[src/design/sound_burst_trigger_defines.svh]
// Assertion macros shared by the RTL files of the sound burst trigger.
`ifndef SOUND_BURST_TRIGGER_DEFINES_SVH
`define SOUND_BURST_TRIGGER_DEFINES_SVH

`ifndef ASSERT_OFF

// Checked at every rising edge while the block is out of reset.
`define SBT_ASSERT(lbl, clk, rst_n, prop, msg) \
  lbl: assert property (@(posedge clk) disable iff (!rst_n) prop) else $error(msg);

// Checked at every rising edge, reset included.
`define SBT_ASSERT_ALWAYS(lbl, clk, prop, msg) \
  lbl: assert property (@(posedge clk) prop) else $error(msg);

`else

`define SBT_ASSERT(lbl, clk, rst_n, prop, msg)
`define SBT_ASSERT_ALWAYS(lbl, clk, prop, msg)

`endif

`endif

[src/design/sbt_pkg.sv]
`default_nettype none

package sbt_pkg;

  localparam int SAMPLE_W = 10;
  localparam int SENS_W   = 7;
  localparam int PERCENT  = 100;

  typedef enum logic [2:0] {
    ST_IDLE,
    ST_DIV,
    ST_MULA,
    ST_MULB,
    ST_DONE
  } sbt_state_t;

  typedef struct packed {
    logic busy;
    logic done;
  } div_stat_t;

endpackage

`default_nettype wire

[src/design/sbt_if.sv]
`default_nettype none

interface sbt_in_if;
  logic                       valid;
  logic                       ready;
  logic [sbt_pkg::SAMPLE_W-1:0] sample;

  modport source (output valid, output sample, input ready);
  modport sink   (input valid, input sample, output ready);
endinterface

interface sbt_out_if;
  logic                       valid;
  logic                       ready;
  logic                       trigger;
  logic [sbt_pkg::SAMPLE_W-1:0] average_level;
  logic                       average_valid;

  modport source (output valid, output trigger, output average_level,
                  output average_valid, input ready);
  modport sink   (input valid, input trigger, input average_level,
                  input average_valid, output ready);
endinterface

`default_nettype wire

[src/design/sbt_divider.sv]
`default_nettype none

`include "sound_burst_trigger_defines.svh"

module sbt_divider #(
  parameter int DIVIDEND_W = 14,
  parameter int DIVISOR    = 10
) (
  input  wire logic                  clk,
  input  wire logic                  rst_n,
  input  wire logic                  start,
  input  wire logic [DIVIDEND_W-1:0] dividend,
  output logic      [DIVIDEND_W-1:0] quotient,
  output sbt_pkg::div_stat_t         status
);
  import sbt_pkg::*;

  // floor(x / DIVISOR) equals (x * RECIP) >> SHIFT for every x below 2**DIVIDEND_W
  // when RECIP is 2**SHIFT / DIVISOR rounded up.
  localparam int SHIFT   = DIVIDEND_W + $clog2(DIVISOR);
  localparam int RECIP_W = DIVIDEND_W + 1;
  localparam int PROD_W  = DIVIDEND_W + RECIP_W;
  localparam longint unsigned RECIP =
    ((64'd1 << SHIFT) + 64'(DIVISOR) - 64'd1) / 64'(DIVISOR);

  logic [DIVIDEND_W-1:0] num_r;
  logic [DIVIDEND_W-1:0] quo_r;
  logic                  busy_r;
  logic                  done_r;

  logic [PROD_W-1:0] prod;

  assign prod = PROD_W'(num_r) * PROD_W'(RECIP_W'(RECIP));

  // The dividend is registered on start and multiplied in the following cycle.
  always_ff @(posedge clk) begin
    if (!rst_n) begin
      busy_r <= 1'b0;
      done_r <= 1'b0;
    end else begin
      done_r <= 1'b0;
      if (start) begin
        busy_r <= 1'b1;
      end else if (busy_r) begin
        busy_r <= 1'b0;
        done_r <= 1'b1;
      end
    end
  end

  always_ff @(posedge clk) begin
    if (start) begin
      num_r <= dividend;
    end else if (busy_r) begin
      quo_r <= DIVIDEND_W'(prod >> SHIFT);
    end
  end

  assign quotient    = quo_r;
  assign status.busy = busy_r;
  assign status.done = done_r;

  `SBT_ASSERT(a_div_one_step, clk, rst_n, (busy_r && !start) |=> !busy_r, "multiply ran long")
  `SBT_ASSERT(a_div_done_after_busy, clk, rst_n, done_r |-> $past(busy_r), "done without busy")
  `SBT_ASSERT(a_div_stay_idle, clk, rst_n, (!busy_r && !start) |=> !busy_r, "busy without start")

endmodule

`default_nettype wire

[src/design/sound_burst_trigger.sv]
// Sound burst trigger: window average of microphone samples and rise detector.
// Each accepted sample runs through the states MULA (rise times 100) and MULB
// (average times sens + 1) to DONE; the sample that closes a window waits in DIV first
// for the reciprocal multiply of the sum. A new sample is taken only in IDLE; a result
// still held in the output register keeps the input stalled.
// Reset (rst_n low, synchronous) clears the window, the average and the output valid flag.
`default_nettype none

`include "sound_burst_trigger_defines.svh"

module sound_burst_trigger #(
  parameter int WINDOW_LEN = 10
) (
  input  wire logic                       clk,
  input  wire logic                       rst_n,
  input  wire logic                       cfg_we,
  input  wire logic [sbt_pkg::SENS_W-1:0] cfg_wdata,
  sbt_in_if.sink                          in_ch,
  sbt_out_if.source                       out_ch
);
  import sbt_pkg::*;

  localparam int IDX_W  = $clog2(WINDOW_LEN);
  localparam int SUM_W  = SAMPLE_W + IDX_W;
  localparam int MULY_W = SENS_W + 1;
  localparam int PROD_W = SAMPLE_W + MULY_W;

  sbt_state_t state_r, state_nxt;

  logic [SENS_W-1:0]   sens_r;
  logic [IDX_W-1:0]    idx_r;
  logic [SUM_W-1:0]    sum_r;
  logic [SAMPLE_W-1:0] cur_r;
  logic [SAMPLE_W-1:0] avg_r;
  logic                avg_ok_r;
  logic                gt_r;
  logic [PROD_W-1:0]   prod_a_r;
  logic [PROD_W-1:0]   prod_b_r;
  logic                oval_r;
  logic                otrig_r;
  logic [SAMPLE_W-1:0] olvl_r;
  logic                ook_r;

  logic in_rdy;
  logic sel_b;
  logic out_load;
  logic in_acc;
  logic last_slot;
  logic [SUM_W-1:0] sum_in;

  logic [SUM_W-1:0] div_q;
  div_stat_t        div_st;

  assign in_acc    = in_ch.valid && in_ch.ready;
  assign last_slot = idx_r == IDX_W'(WINDOW_LEN - 1);
  assign sum_in    = sum_r + SUM_W'(in_ch.sample);

  sbt_divider #(
    .DIVIDEND_W (SUM_W),
    .DIVISOR    (WINDOW_LEN)
  ) u_div (
    .clk      (clk),
    .rst_n    (rst_n),
    .start    (in_acc && last_slot),
    .dividend (sum_in),
    .quotient (div_q),
    .status   (div_st)
  );

  // floor(rise * 100 / avg) > sens is the same as rise * 100 >= (sens + 1) * avg,
  // which also covers a zero average. One multiplier forms both products.
  logic [SAMPLE_W-1:0] mul_x;
  logic [MULY_W-1:0]   mul_y;
  logic [PROD_W-1:0]   mul_p;

  assign mul_x = sel_b ? avg_r : (cur_r - avg_r);
  assign mul_y = sel_b ? ({1'b0, sens_r} + MULY_W'(1)) : MULY_W'(PERCENT);
  assign mul_p = PROD_W'(mul_x) * PROD_W'(mul_y);

  always_comb begin
    state_nxt = state_r;
    unique case (state_r)
      ST_IDLE: if (in_acc) state_nxt = last_slot ? ST_DIV : ST_MULA;
      ST_DIV:  if (div_st.done) state_nxt = ST_MULA;
      ST_MULA: state_nxt = ST_MULB;
      ST_MULB: state_nxt = ST_DONE;
      ST_DONE: if (out_load) state_nxt = ST_IDLE;
      default: state_nxt = ST_IDLE;
    endcase
  end

  always_comb begin
    in_rdy   = 1'b0;
    sel_b    = 1'b0;
    out_load = 1'b0;
    unique case (state_r)
      ST_IDLE: in_rdy = 1'b1;
      ST_DIV:  ;
      ST_MULA: ;
      ST_MULB: sel_b = 1'b1;
      ST_DONE: out_load = !oval_r || out_ch.ready;
      default: ;
    endcase
  end

  assign in_ch.ready = in_rdy;

  always_ff @(posedge clk) begin
    if (!rst_n) begin
      state_r  <= ST_IDLE;
      sens_r   <= '0;
      idx_r    <= '0;
      sum_r    <= '0;
      avg_r    <= '0;
      avg_ok_r <= 1'b0;
      oval_r   <= 1'b0;
    end else begin
      state_r <= state_nxt;
      if (cfg_we) sens_r <= cfg_wdata;
      if (in_acc) begin
        if (last_slot) begin
          idx_r <= '0;
          sum_r <= '0;
        end else begin
          idx_r <= idx_r + 1'b1;
          sum_r <= sum_in;
        end
      end
      if (state_r == ST_DIV && div_st.done) begin
        avg_r    <= div_q[SAMPLE_W-1:0];
        avg_ok_r <= 1'b1;
      end
      if (out_load) oval_r <= 1'b1;
      else if (out_ch.ready) oval_r <= 1'b0;
    end
  end

  always_ff @(posedge clk) begin
    if (in_acc) cur_r <= in_ch.sample;
    if (state_r == ST_MULA) begin
      prod_a_r <= mul_p;
      gt_r     <= cur_r > avg_r;
    end
    if (state_r == ST_MULB) prod_b_r <= mul_p;
    if (out_load) begin
      otrig_r <= avg_ok_r && gt_r && (prod_a_r >= prod_b_r);
      olvl_r  <= avg_r;
      ook_r   <= avg_ok_r;
    end
  end

  assign out_ch.valid         = oval_r;
  assign out_ch.trigger       = otrig_r;
  assign out_ch.average_level = olvl_r;
  assign out_ch.average_valid = ook_r;

  `SBT_ASSERT(a_close_goes_div, clk, rst_n, (in_acc && last_slot) |=> state_r == ST_DIV, "window close skipped divide")
  `SBT_ASSERT(a_div_running, clk, rst_n, (state_r == ST_DIV) |-> (div_st.busy || div_st.done), "divider idle in DIV")
  `SBT_ASSERT(a_idx_bound, clk, rst_n, idx_r <= IDX_W'(WINDOW_LEN - 1), "fill index past window")
  `SBT_ASSERT(a_trig_needs_avg, clk, rst_n, (oval_r && otrig_r) |-> ook_r, "trigger without valid average")

endmodule

`default_nettype wire

[src/flat_wrapper.sv]
// flat-port wrapper written by rule: the top's interface ports become plain ports
module sound_burst_trigger_flat import sbt_pkg::*;
#(
  parameter int WINDOW_LEN = 10
)
  (clk, rst_n, cfg_we, cfg_wdata, in_ch_valid, in_ch_sample, in_ch_ready, out_ch_valid, out_ch_trigger, out_ch_average_level, out_ch_average_valid, out_ch_ready);
  sbt_in_if in_ch_i ();
  sbt_out_if out_ch_i ();
  input  wire logic clk;
  input  wire logic rst_n;
  input  wire logic cfg_we;
  input  wire logic [sbt_pkg::SENS_W-1:0] cfg_wdata;
  input wire logic [$bits(in_ch_i.valid)-1:0] in_ch_valid;
  input wire logic [$bits(in_ch_i.sample)-1:0] in_ch_sample;
  output wire logic [$bits(in_ch_i.ready)-1:0] in_ch_ready;
  output wire logic [$bits(out_ch_i.valid)-1:0] out_ch_valid;
  output wire logic [$bits(out_ch_i.trigger)-1:0] out_ch_trigger;
  output wire logic [$bits(out_ch_i.average_level)-1:0] out_ch_average_level;
  output wire logic [$bits(out_ch_i.average_valid)-1:0] out_ch_average_valid;
  input wire logic [$bits(out_ch_i.ready)-1:0] out_ch_ready;
  assign in_ch_i.valid = in_ch_valid;
  assign in_ch_i.sample = in_ch_sample;
  assign in_ch_ready = in_ch_i.ready;
  assign out_ch_valid = out_ch_i.valid;
  assign out_ch_trigger = out_ch_i.trigger;
  assign out_ch_average_level = out_ch_i.average_level;
  assign out_ch_average_valid = out_ch_i.average_valid;
  assign out_ch_i.ready = out_ch_ready;
  sound_burst_trigger #(.WINDOW_LEN(WINDOW_LEN)) u_core (.clk(clk), .rst_n(rst_n), .cfg_we(cfg_we), .cfg_wdata(cfg_wdata), .in_ch(in_ch_i), .out_ch(out_ch_i));
endmodule
[config.mk]
export PLATFORM = sky130hd
export DESIGN_NAME = sound_burst_trigger_flat
export DESIGN_NICKNAME = d
export VERILOG_FILES = /design/src/design/sbt_pkg.sv /design/src/design/sbt_if.sv /design/src/design/sbt_divider.sv /design/src/design/sound_burst_trigger.sv /design/src/flat_wrapper.sv
export VERILOG_INCLUDE_DIRS = /design/src /design/src/design
export SDC_FILE = /design/constraint.sdc
export NUM_CORES = 1
export LEC_CHECK = 0
export ABC_AREA = 1
export ABC_CLOCK_PERIOD_IN_PS = 5750
export BUFFER_PORTS_ARGS = -buffer_cell sky130_fd_sc_hd__buf_2
export CORE_MARGIN = 3
export CORE_UTILIZATION = 39
export CTS_CLUSTER_DIAMETER = 120
export DETAILED_ROUTE_END_ITERATION = 8
export GPL_ROUTABILITY_DRIVEN = 1
export PLACE_DENSITY = 0.55
export SLEW_MARGIN = 20
export SYNTH_ARGS = -nofsm -noshare
export SYNTH_HDL_FRONTEND = slang
export SYNTH_SLANG_ARGS = --single-unit
[constraint.sdc]
create_clock -name clk -period 5.75 [get_ports clk]
set_input_delay 0 -clock clk [delete_from_list [all_inputs] [get_ports clk]]
set_output_delay 0 -clock clk [all_outputs]
set_load 0.005 [all_outputs]
==> results.md, run 1 <==
* Slew Viols, Final at 0
* Syn Area/Cell at between 8 and 9 µm²
* Clock slew at reported path FFs at around 0.07 ns
* Worst EP arrival at 5.48 ns
* Starting Density at 0.397
* Synth top area cells: edfxtp_1, fa_1, ha_1
* CP required at 5.92 ns
* Area added between synthesis and finish at 11.8%
* Fmax at roughly 190 MHz
* Top FF cell, synth: edfxtp_1
* Hold_ws at between 0.03 and 0.04 ns
* Row cnt at 65
* # DRC at 0
* Chip height at approximately 190 µm
* Worst Tran Pin Value at approximately 1 ns
* Postcts setup bufs at 0
* Worst setup path class: register to register
* Synth warn at 0
* CP delay by family, top: adder cells
* Antenna cells at 0
* Vias in the first global route at between 9000 and 10000
* Syn Inst Count at around 1500
* Drt via density at ~4.9
* WP buf/inv at 4
* Core ar. at roughly 0.032 mm²
* Worst-skew pair later-pin latency at between 0.4 and 0.5 ns
* 1st-iter DRT viols at about 440
* Register area at approximately 0.0033 mm²
* Die footprint at 0.0344 mm²
* Die X at between 150 and 200 µm
* Asr flop ratio synth at 0
* WL final at approximately 32000 µm
* #FFs+latches synth at roughly 130
* Fin crit share at 0.924
* H-tree Lvls at 4
* Clock root cell: clkbuf_16
* CP dominant cell by count: nand2_1
* Yosys top cell area share at 0.199
* Worst Path Max Fanout at 4
* I/O pin total at 36
* Mapped Nets at around 1800
* Post-synth cell types at 40
* Endpoint class of the critical path: register
* Overflow after GRT at 0
* Routed WL per cell at 15.9 µm
* Period minus WS final at roughly 5.3 ns
* Mapped Area at roughly 0.013 mm²
* Share of cells above drive strength 1 at 0.0652
* Fillcell total at 3163
* Seq/Total Area, Yosys at 0.265
* Cell Chain, Critical Path: ha_1 > fa_1 > inv_1 > nand3_1 > nand2_1 > nand3_1 > nand2_1 > nand2_1 > nand3_1 > nand2_1 > nand2_1 > inv_1 > fa_1 > inv_1 > fa_1 > fa_1 > fa_1 > inv_1 > ha_1 > a21oi_1 > o21ai_0 > nand2_1 > nand3_1 > xor2_1
* Clock sinks at ~130
* Max Cap Viol at 0
* Setup TNS at 0 ns
* Status: completed
* EDFF count, synth at between 80 and 90
* Routability Congestion at between 0.9 and 1
* CTS tree: built
* Setup violators final at 0
* P_leak at roughly 0.0071 µW
* Largest net degree at the start of global routing at 23
* Via count at around 9800
* Post-Place Cells at between 1500 and 2000
* First-pass DRT Iterations at 7
* Largest area contributor in the netlist: edfxtp_1
* IO Port Bufs at 35
* All-layer global routing usage at 0.194
* PD cells at roughly 440 mW/mm²
* Unrepaired setup endpoints after global routing: false
* Peak supply drop at roughly 0.53 mV
* Final non-filler cell total at 1997
* Critical Path Max Stage Delay at ~0.54 ns
* Area of the multi-input gates at between 0.007 and 0.008 mm²
* HPWL after detailed placement at ~27000 µm
* Crit-path slowest cell: fa_1
* Number of antenna violations at the first check in global routing at 0
* Hold Fails Final Rpt at 0
* Final nets at roughly 1900
* Headroom to the max-slew limit at 0.324
* Worst min path class: input port to register
* Post-route ant nets at 0
* Global-route wire length before repair at 51300 µm
* Clock Tree Buf Depth at 2
* Clock skew at about 0.017 ns
* Startpoint Class: register
* CTS buffer count at 17
[synth_stat cells (2+ instances only)]
cell,instances
and2_1,5
buf_6,3
nor3_1,14
inv_2,4
buf_4,2
or2_2,3
clkbuf_1,5
nand2_1,282
nand2_2,2
nor2_1,143
nor3_2,2
a21oi_1,95
edfxtp_1,83
nand3_2,2
fa_1,110
inv_1,336
dfxtp_1,42
xnor2_1,11
o21bai_1,10
nand3b_1,7
a31oi_1,5
xor2_1,14
ha_1,174
nor2_4,2
o21ai_0,45
nand4_1,27
a21o_1,6
nand3_1,61
[stage by stage]
stage	cell area (µm²)	util	total power, µW	setup slack [ns]
3_3_place_gp	13200	0.419	5110	0.202
3_5_place_dp	13200	0.419	5130	0.258
4_1_cts	14000	0.443	6210	0.217
2_1_floorplan	12600	-	4230	0.844
5_1_grt	14000	0.444	6840	0.0179
6_report	14000	0.444	6180	0.438
[placed cells by master (no fill, tap or decap), types with 4 or more instances in the layout]
cell / Yosys / routed
dlygate4sd3_1: 0 / 21
clkbuf_16: 0 / 17
inv_2: 4 / 4
and2_1: 5 / 5
inv_1: 336 / 336
a31oi_1: 5 / 4
nand2_1: 282 / 282
o21bai_1: 10 / 10
xor2_1: 14 / 14
o21ai_0: 45 / 44
nand3b_1: 7 / 7
a21o_1: 6 / 6
clkinv_2: 0 / 5
nand4_1: 27 / 27
buf_2: 1 / 35
ha_1: 174 / 174
nor3_1: 14 / 13
fa_1: 110 / 110
nor2_1: 143 / 143
xnor2_1: 11 / 11
edfxtp_1: 83 / 83
buf_4: 2 / 11
dfxtp_1: 42 / 40
a21oi_1: 95 / 92
nand3_1: 61 / 60
[path summary, 6_finish.rpt]
kind	from	to	slack, ns	cells past startpoint
worst max-delay path	u_core.avg_r[0]$_SDFFE_PN0P_	u_core.prod_b_r[14]$_DFFE_PP_	0.44	24
worst min-delay path	cfg_we	u_core.sens_r[3]$_SDFFE_PN0P_	0.03	3
worst max register to register	u_core.avg_r[0]$_SDFFE_PN0P_	u_core.prod_b_r[14]$_DFFE_PP_	0.44	24
worst min register to register	u_core.avg_r[3]$_SDFFE_PN0P_	u_core.out_ch.average_level[3]$_DFFE_PP_	0.45	0
[worst min-delay path: stages]
cell and delay (ns):
buf_2 0.11, inv_1 0.16, a21oi_1 0.16
[report_power, final]
part	switching [µW]	internal, µW
clock	421	613
sequential	60.4	1400
combinational	2370	1320
[flip-flops by register name, summed over array words and instances, names as in the netlist, 3 cells and up]
signal / flops
u_core.prod_a_r: 18
u_core.prod_b_r: 18
u_core.sum_r: 14
u_core.u_div.num_r: 14
u_core.avg_r: 10
u_core.cur_r: 10
u_core.out_ch.average_level: 10
u_core.u_div.quotient: 10
u_core.sens_r: 7
u_core.idx_r: 4
u_core.state_r: 3
[cells by family after synthesis]
group                      share of synthesized area
AOI/OAI and AO/OA                             0.0715
xor gates and xnor gates                      0.0174
adders and majority gates                      0.349
buffers and inverters                          0.107
DFF                                            0.265
and+or+nand+nor                                0.189
[final cells by class]
| type | instances | share of cell area |
|---|---|---|
| Clock inverter | 11 | 0.00677 |
| Clock buffer | 21 | 0.0328 |
| Timing Repair Buffer | 67 | 0.0333 |
| Inverter | 340 | 0.0909 |
| Tap cell | 402 | 0.0358 |
| Multi-Input combinational cell | 1031 | 0.563 |
| Sequential cell | 125 | 0.238 |
[metal layers]
metal  routed length (µm)  global-route usage
met1                14400               0.255
met2                15500               0.330
met3                 1200              0.0334
met4                  634              0.0531
met5                    0                   0
[repair_timing]
item | 4_1_cts | 5_1_grt
hold buffers | 21 | 0
endpoints found under the hold margin | 19 | 0
gates resized for setup | 0 | 9
endpoints found under the setup margin | 0 | 14
Power figures use the tool's default switching activity.
==> run 2: changes to the inputs <==
- CAP_MARGIN: not set -> 20
- GPL_TIMING_DRIVEN: not set -> 0
- PLACE_DENSITY: 0.55 -> not set
==> run 2 against run 1 <==
Net effect: register-to-register slack got worse by 0.15 ns; clock skew shrank 0.0047 ns; sequential share of layout area shrank 0.20 points; worst setup slack worse by 0.15 ns; hold slack better by 0.084 ns; largest cell class unchanged; largest power group unchanged; highest routed layer is now met5.
==> results.md, run 2 (same netlist as run 1, synthesis figures left out) <==
* Status: completed (unchanged)
* Final nets at 1891 (was 1888)
* # DRC at 0 (unchanged)
* P_leak at 0.00713 µW (was 0.00710 µW)
* 1st-iter DRT viols at 652 (was 437)
* Overflow after GRT at 0 (unchanged)
* Clock root cell: clkbuf_16 (unchanged)
* WL final at 29100 µm (was 31800 µm)
* Most frequent cells in the layout: inv_1, nand2_1, ha_1 (unchanged)
* Critical Path Max Stage Delay at 0.55 ns (was 0.54 ns)
* Period minus WS final at 5.46 ns (was 5.31 ns)
* Largest net degree at the start of global routing at 28 (was 23)
* Via count at 9875 (was 9848)
* HPWL after detailed placement at 24000 µm (was 26600 µm)
* Worst setup path class: register to register (unchanged)
* Sequential power share at 0.234 (was 0.236)
* All-layer global routing usage at 0.181 (was 0.194)
* Endpoint class of the critical path: register (unchanged)
* Worst-skew pair later-pin latency at 0.43 ns (was 0.44 ns)
* H-tree Lvls at 4 (unchanged)
* Vias in the first global route at 9822 (was 9855)
* First-pass DRT Iterations at 8 (was 7)
* Starting Density at 0.397 (unchanged)
* Die X at 185 µm (unchanged)
* Switching share of total power at 0.449 (was 0.461)
* Hold_ws at 0.115 ns (was 0.0312 ns)
* Global-route wire length before repair at 48700 µm (was 51300 µm)
* Slew Viols, Final at 0 (unchanged)
* Row cnt at 65 (unchanged)
* PD cells at 441 mW/mm² (was 440 mW/mm²)
* Largest regs: u_core.prod_a_r x18, u_core.prod_b_r x18 (unchanged)
* Clock slew at reported path FFs at 0.06 ns (was 0.07 ns)
* Fillcell total at 3119 (was 3163)
* Peak supply drop at 0.436 mV (was 0.526 mV)
* CP required at 5.92 ns (about the same)
* Final WS setup at 0.285 ns (was 0.438 ns)
* Cell Chain, Critical Path: inv_1 > ha_1 > fa_1 > inv_1 > or2_2 > a31oi_2 > inv_1 > nand2_1 > fa_1 > fa_1 > inv_1 > fa_1 > inv_1 > fa_1 > inv_1 > ha_1 > a21oi_1 > o21ai_0 > nand2_1 > nand3_1 > nand2_1 > nand2_1 > nand2_1 > nand2_1 (was ha_1 > fa_1 > inv_1 > nand3_1 > nand2_1 > nand3_1 > nand2_1 > nand2_1 > nand3_1 > nand2_1 > nand2_1 > inv_1 > fa_1 > inv_1 > fa_1 > fa_1 > fa_1 > inv_1 > ha_1 > a21oi_1 > o21ai_0 > nand2_1 > nand3_1 > xor2_1)
* Area added between synthesis and finish at 12.8% (was 11.8%)
* Worst EP arrival at 5.64 ns (was 5.48 ns)
* Clock Tree Buf Depth at 2 (unchanged)
* Drt via density at 4.94 (was 4.93)
* I/O pin total at 36 (unchanged)
* Crit-path slowest cell: fa_1 (unchanged)
* Routability Congestion at 0.939 (was 0.917)
* Chip height at 185 µm (unchanged)
* Net Sw Power at 2800 µW (was 2850 µW)
* Worst Tran Pin Value at 1.07 ns (was 1.01 ns)
* Clock power frac at 0.176 (was 0.167)
* DP Area at 0.0132 mm² (about the same)
* Hold Fails Final Rpt at 0 (unchanged)
* Routed WL per cell at 14.5 µm (was 15.9 µm)
* Share of cells above drive strength 1 at 0.0701 (was 0.0652)
* Setup TNS at 0 ns (unchanged)
* Setup violators final at 0 (unchanged)
* Antenna cells at 0 (unchanged)
* Headroom to the max-slew limit at 0.286 (was 0.324)
* Max Cap Viol at 0 (unchanged)
* Number of antenna violations at the first check in global routing at 1 (was 0)
* Postcts setup bufs at 0 (unchanged)
* Internal power at 3450 µW (was 3330 µW)
* Post-route ant nets at 0 (unchanged)
* Leading cell type in the layout, fill and taps excluded: inv_1 (unchanged)
* Comb power frac at 0.591 (was 0.596)
* Clock sinks at 125 (unchanged)
* Place WS at 0.0887 ns (was 0.258 ns)
* PnR Total Power at 6250 µW (was 6180 µW)
* Die footprint at 0.0344 mm² (unchanged)
* CTS tree: built (unchanged)
* Worst min path class: input port to register (unchanged)
* Clock skew at 0.0122 ns (was 0.0170 ns)
* IO Port Bufs at 35 (unchanged)
* Final instance area at 0.0142 mm² (was 0.0140 mm²)
* Startpoint Class: register (unchanged)
* CTS buffer count at 17 (unchanged)
* Fmax at 183 MHz (was 188 MHz)
* Core ar. at 0.0316 mm² (unchanged)
* Worst Path Max Fanout at 4 (unchanged)
* Fin crit share at 0.950 (was 0.924)
* Unrepaired setup endpoints after global routing: false (unchanged)
[run 2: power by group through the flow]
stage                     logic [µW]  registers (µW)  clock network (µW)
final                           3690            1460                1100
after global routing            4320            1470                1170
after CTS                       3600            1460                1130
after detailed placement        3550            1480                   0
after global placement          3520            1480                   0
after floorplan                 2770            1460                   0
[run 2: per-layer routing]
metal  GRT usage  share of wire  vias to the layer above  routed length, µm
li1            -              -                     4956                  -
met2       0.282           0.44                      258              12700
met5           0        0.00024                        -                  7
met4      0.0504          0.018                        2                538
met1       0.256           0.49                     4623              14300
met3      0.0357          0.053                       36               1550
[run 2: cell type report]
| class | instances | area [µm²] | area share |
|---|---|---|---|
| Buffer | 11 | 72.6 | 0.00512 |
| Clock buffer | 19 | 454 | 0.0321 |
| Clock inverter | 13 | 153 | 0.0108 |
| Inverter | 340 | 1280 | 0.0901 |
| Multi-Input combinational cell | 1031 | 7960 | 0.562 |
| Sequential cell | 125 | 3340 | 0.236 |
| Tap cell | 402 | 503 | 0.0355 |
| Timing Repair Buffer | 59 | 413 | 0.0292 |
[run 2: path summary, 6_finish.rpt]
path / startpoint / slack [ns] / cells after the start / to
hold reg to reg: u_core.avg_r[3]$_SDFFE_PN0P_ / 0.44 / 0 / u_core.out_ch.average_level[3]$_DFFE_PP_
setup / recovery: u_core.cur_r[0]$_DFFE_PP_ / 0.29 / 24 / u_core.prod_a_r[16]$_DFFE_PP_
setup reg to reg: u_core.cur_r[0]$_DFFE_PP_ / 0.29 / 24 / u_core.prod_a_r[16]$_DFFE_PP_
hold / removal: in_ch_valid / 0.12 / 5 / u_core.state_r[1]$_SDFFE_PN0P_
[run 2: worst max-delay path: cells and delay by family (launching register included)]
kind	cells	cell delay [ns]
and+or+nand+nor	8	0.89
adders and majority gates	7	2.84
AOI/OAI and AO/OA	3	0.62
buffers and inverters	6	0.51
DFF	1	0.35
[run 2: per-stage QoR]
| step | utilization | instances |
|---|---|---|
| after detailed placement | 0.419 | 1945 |
| final | 0.448 | 2000 |
| after global routing | 0.448 | 2000 |
| after floorplan | - | 1507 |
| after CTS | 0.445 | 2000 |
| after global placement | 0.418 | 1944 |
[run 2: what timing repair did]
item / in CTS / in global routing
hold endpoints to repair: 21 / 0
setup endpoints to repair: 0 / 18
resized for setup: 0 / 23
hold buffers: 23 / 0
==> run 3: changes to the inputs <==
- MAX_ROUTING_LAYER: not set -> met4
==> run 3 against run 2 <==
Net effect: clock-buffer cell count did not move; die area unchanged; register-to-register slack is essentially flat; worst setup slack better by 0.0046 ns; fmax barely moved; combinational power is essentially flat; final cell count unchanged; hold slack gained 0.0030 ns; wire length down 0.37%; total power rose by 1.2%.
==> results.md, run 3 (same netlist as run 1, synthesis figures left out) <==
* Status: completed (unchanged)
* Max Cap Viol at 0 (unchanged)
* Slew Viols, Final at 0 (unchanged)
* Startpoint Class: register (unchanged)
* Clock sinks at 125 (unchanged)
* Area of the multi-input gates at 0.00793 mm² (was 0.00796 mm²)
* Die footprint at 0.0344 mm² (unchanged)
* CTS buffer count at 17 (unchanged)
* Area added between synthesis and finish at 13.0% (was 12.8%)
* H-tree Lvls at 4 (unchanged)
* Worst setup path class: register to register (unchanged)
* CP required at 5.91 ns (was 5.92 ns)
* Vias in the first global route at 9685 (was 9822)
* Routability Congestion at 0.958 (was 0.939)
* Fmax at 183 MHz (about the same)
* P_leak at 0.00715 µW (was 0.00713 µW)
* Clock slew at reported path FFs at 0.06 ns (about the same)
* Via count at 9850 (was 9875)
* Share of cells above drive strength 1 at 0.0651 (was 0.0701)
* PD cells at 446 mW/mm² (was 441 mW/mm²)
* Routed WL per cell at 14.5 µm (about the same)
* Final core area utilization at 0.448 (about the same)
* Clock Tree Buf Depth at 2 (unchanged)
* Setup TNS at 0 ns (unchanged)
* Register area at 0.00334 mm² (about the same)
* Period minus WS final at 5.46 ns (about the same)
* Endpoint class of the critical path: register (unchanged)
* Headroom to the max-slew limit at 0.271 (was 0.286)
* Global-route wire length before repair at 48300 µm (was 48700 µm)
* Die X at 185 µm (unchanged)
* Final nets at 1891 (unchanged)
* Clock skew at 0.00821 ns (was 0.0122 ns)
* Core ar. at 0.0316 mm² (unchanged)
* Largest net degree at the start of global routing at 28 (unchanged)
* Setup violators final at 0 (unchanged)
* Antenna cells at 0 (unchanged)
* Worst EP arrival at 5.62 ns (was 5.64 ns)
* Flop2flop setup slack at 0.29 ns (about the same)
* First-pass DRT Iterations at 5 (was 8)
* Largest regs: u_core.prod_a_r x18, u_core.prod_b_r x18 (unchanged)
* Unrepaired setup endpoints after global routing: false (unchanged)
* # DRC at 0 (unchanged)
* Fillcell total at 3109 (was 3119)
* CTS tree: built (unchanged)
* Worst-skew pair later-pin latency at 0.43 ns (about the same)
* Peak supply drop at 0.445 mV (was 0.436 mV)
* Number of antenna violations at the first check in global routing at 0 (was 1)
* Most frequent cells in the layout: inv_1, nand2_1, ha_1 (unchanged)
* Row cnt at 65 (unchanged)
* 1st-iter DRT viols at 586 (was 652)
* HPWL after detailed placement at 24100 µm (was 24000 µm)
* Postcts setup bufs at 0 (unchanged)
* Fin crit share at 0.950 (about the same)
* Clock root cell: clkbuf_16 (unchanged)
* Hold Fails Final Rpt at 0 (unchanged)
* All-layer global routing usage at 0.184 (was 0.181)
* Worst min path class: input port to register (unchanged)
* Worst Path Max Fanout at 4 (unchanged)
* Starting Density at 0.397 (unchanged)
* Chip height at 185 µm (unchanged)
* Drt via density at 4.93 (was 4.94)
* I/O pin total at 36 (unchanged)
* Worst Tran Pin Value at 1.09 ns (was 1.07 ns)
* Leading cell type in the layout, fill and taps excluded: inv_1 (unchanged)
* WL final at 29000 µm (was 29100 µm)
* Post-route ant nets at 0 (unchanged)
* Overflow after GRT at 0 (unchanged)
* IO Port Bufs at 35 (unchanged)
[run 3: cell count changes in the layout (fill, tap and decap cells not counted), moves of 2 or more]
cell / before / now
a21oi_1: 88 / 92
a21oi_2: 7 / 3
bufinv_16: 2 / 5
clkinv_4: 4 / 1
clkinvlp_4: 0 / 2
ha_1: 170 / 172
ha_2: 3 / 1
o21ai_0: 42 / 44
[run 3: through the flow]
| step | total power [µW] | hold slack (ns) | cells | area, µm² | setup slack (ns) |
|---|---|---|---|---|---|
| after floorplan | 4230 | 0.0989 | 1507 | 12600 | 0.844 |
| after global placement | 4990 | 0.230 | 1944 | 13200 | 0.130 |
| after detailed placement | 5040 | 0.229 | 1945 | 13200 | 0.0961 |
| after CTS | 6290 | 0.0917 | 2000 | 14100 | 0.0726 |
| after global routing | 6990 | 0.159 | 2000 | 14200 | 0.0133 |
| final | 6330 | 0.119 | 2000 | 14200 | 0.290 |
[run 3: final cells by class]
| class | count | area share |
|---|---|---|
| Buffer | 11 | 0.00538 |
| Clock buffer | 19 | 0.0312 |
| Clock inverter | 13 | 0.0148 |
| Inverter | 340 | 0.0899 |
| Multi-Input combinational cell | 1031 | 0.559 |
| Sequential cell | 125 | 0.235 |
| Tap cell | 402 | 0.0354 |
| Timing Repair Buffer | 59 | 0.0291 |
[run 3: timing repair]
| item | in CTS | in global routing |
|---|---|---|
| hold buffers | 23 | 0 |
| gates resized for setup | 0 | 15 |
| endpoints found under the setup margin | 0 | 20 |
| hold endpoints to repair | 21 | 0 |
[run 3: critical path, stage by stage (launching register included)]
cell and delay, ns:
edfxtp_1 0.33, inv_1 0.08, ha_1 0.24, fa_1 0.36, inv_1 0.14, nand3_1 0.08, nand2_1 0.13, nand3_1 0.11
nand3b_1 0.11, nand3_2 0.13, nand2_1 0.11, nand2_1 0.09, fa_1 0.48, inv_1 0.05, fa_1 0.49, fa_1 0.55
inv_1 0.05, fa_1 0.52, inv_1 0.04, ha_1 0.34, a21oi_1 0.23, nand2_1 0.17, a21oi_1 0.16, nor2_1 0.06
xor2_1 0.16
[run 3: per-layer routing]
| metal | track usage | wire length [µm] |
|---|---|---|
| met1 | 0.260 | 14700 |
| met2 | 0.275 | 12500 |
| met3 | 0.0291 | 1260 |
| met4 | 0.0474 | 517 |
| met5 | - | 0 |
[run 3: where the power goes]
group,total (µW),leakage (µW),switching (µW),internal (µW)
Combinational,3670,0.00573,2310,1360
Sequential,1460,0.00111,59.6,1400
Clock,1200,0.000314,414,783
[run 3: worst paths after layout]
check | cells past startpoint | end | start
setup reg to reg | 24 | u_core.prod_b_r[13]$_DFFE_PP_ | u_core.cur_r[0]$_DFFE_PP_
hold reg to reg | 0 | u_core.out_ch.average_level[3]$_DFFE_PP_ | u_core.avg_r[3]$_SDFFE_PN0P_
setup / recovery | 24 | u_core.prod_b_r[13]$_DFFE_PP_ | u_core.cur_r[0]$_DFFE_PP_
hold / removal | 4 | u_core.sens_r[3]$_SDFFE_PN0P_ | cfg_we
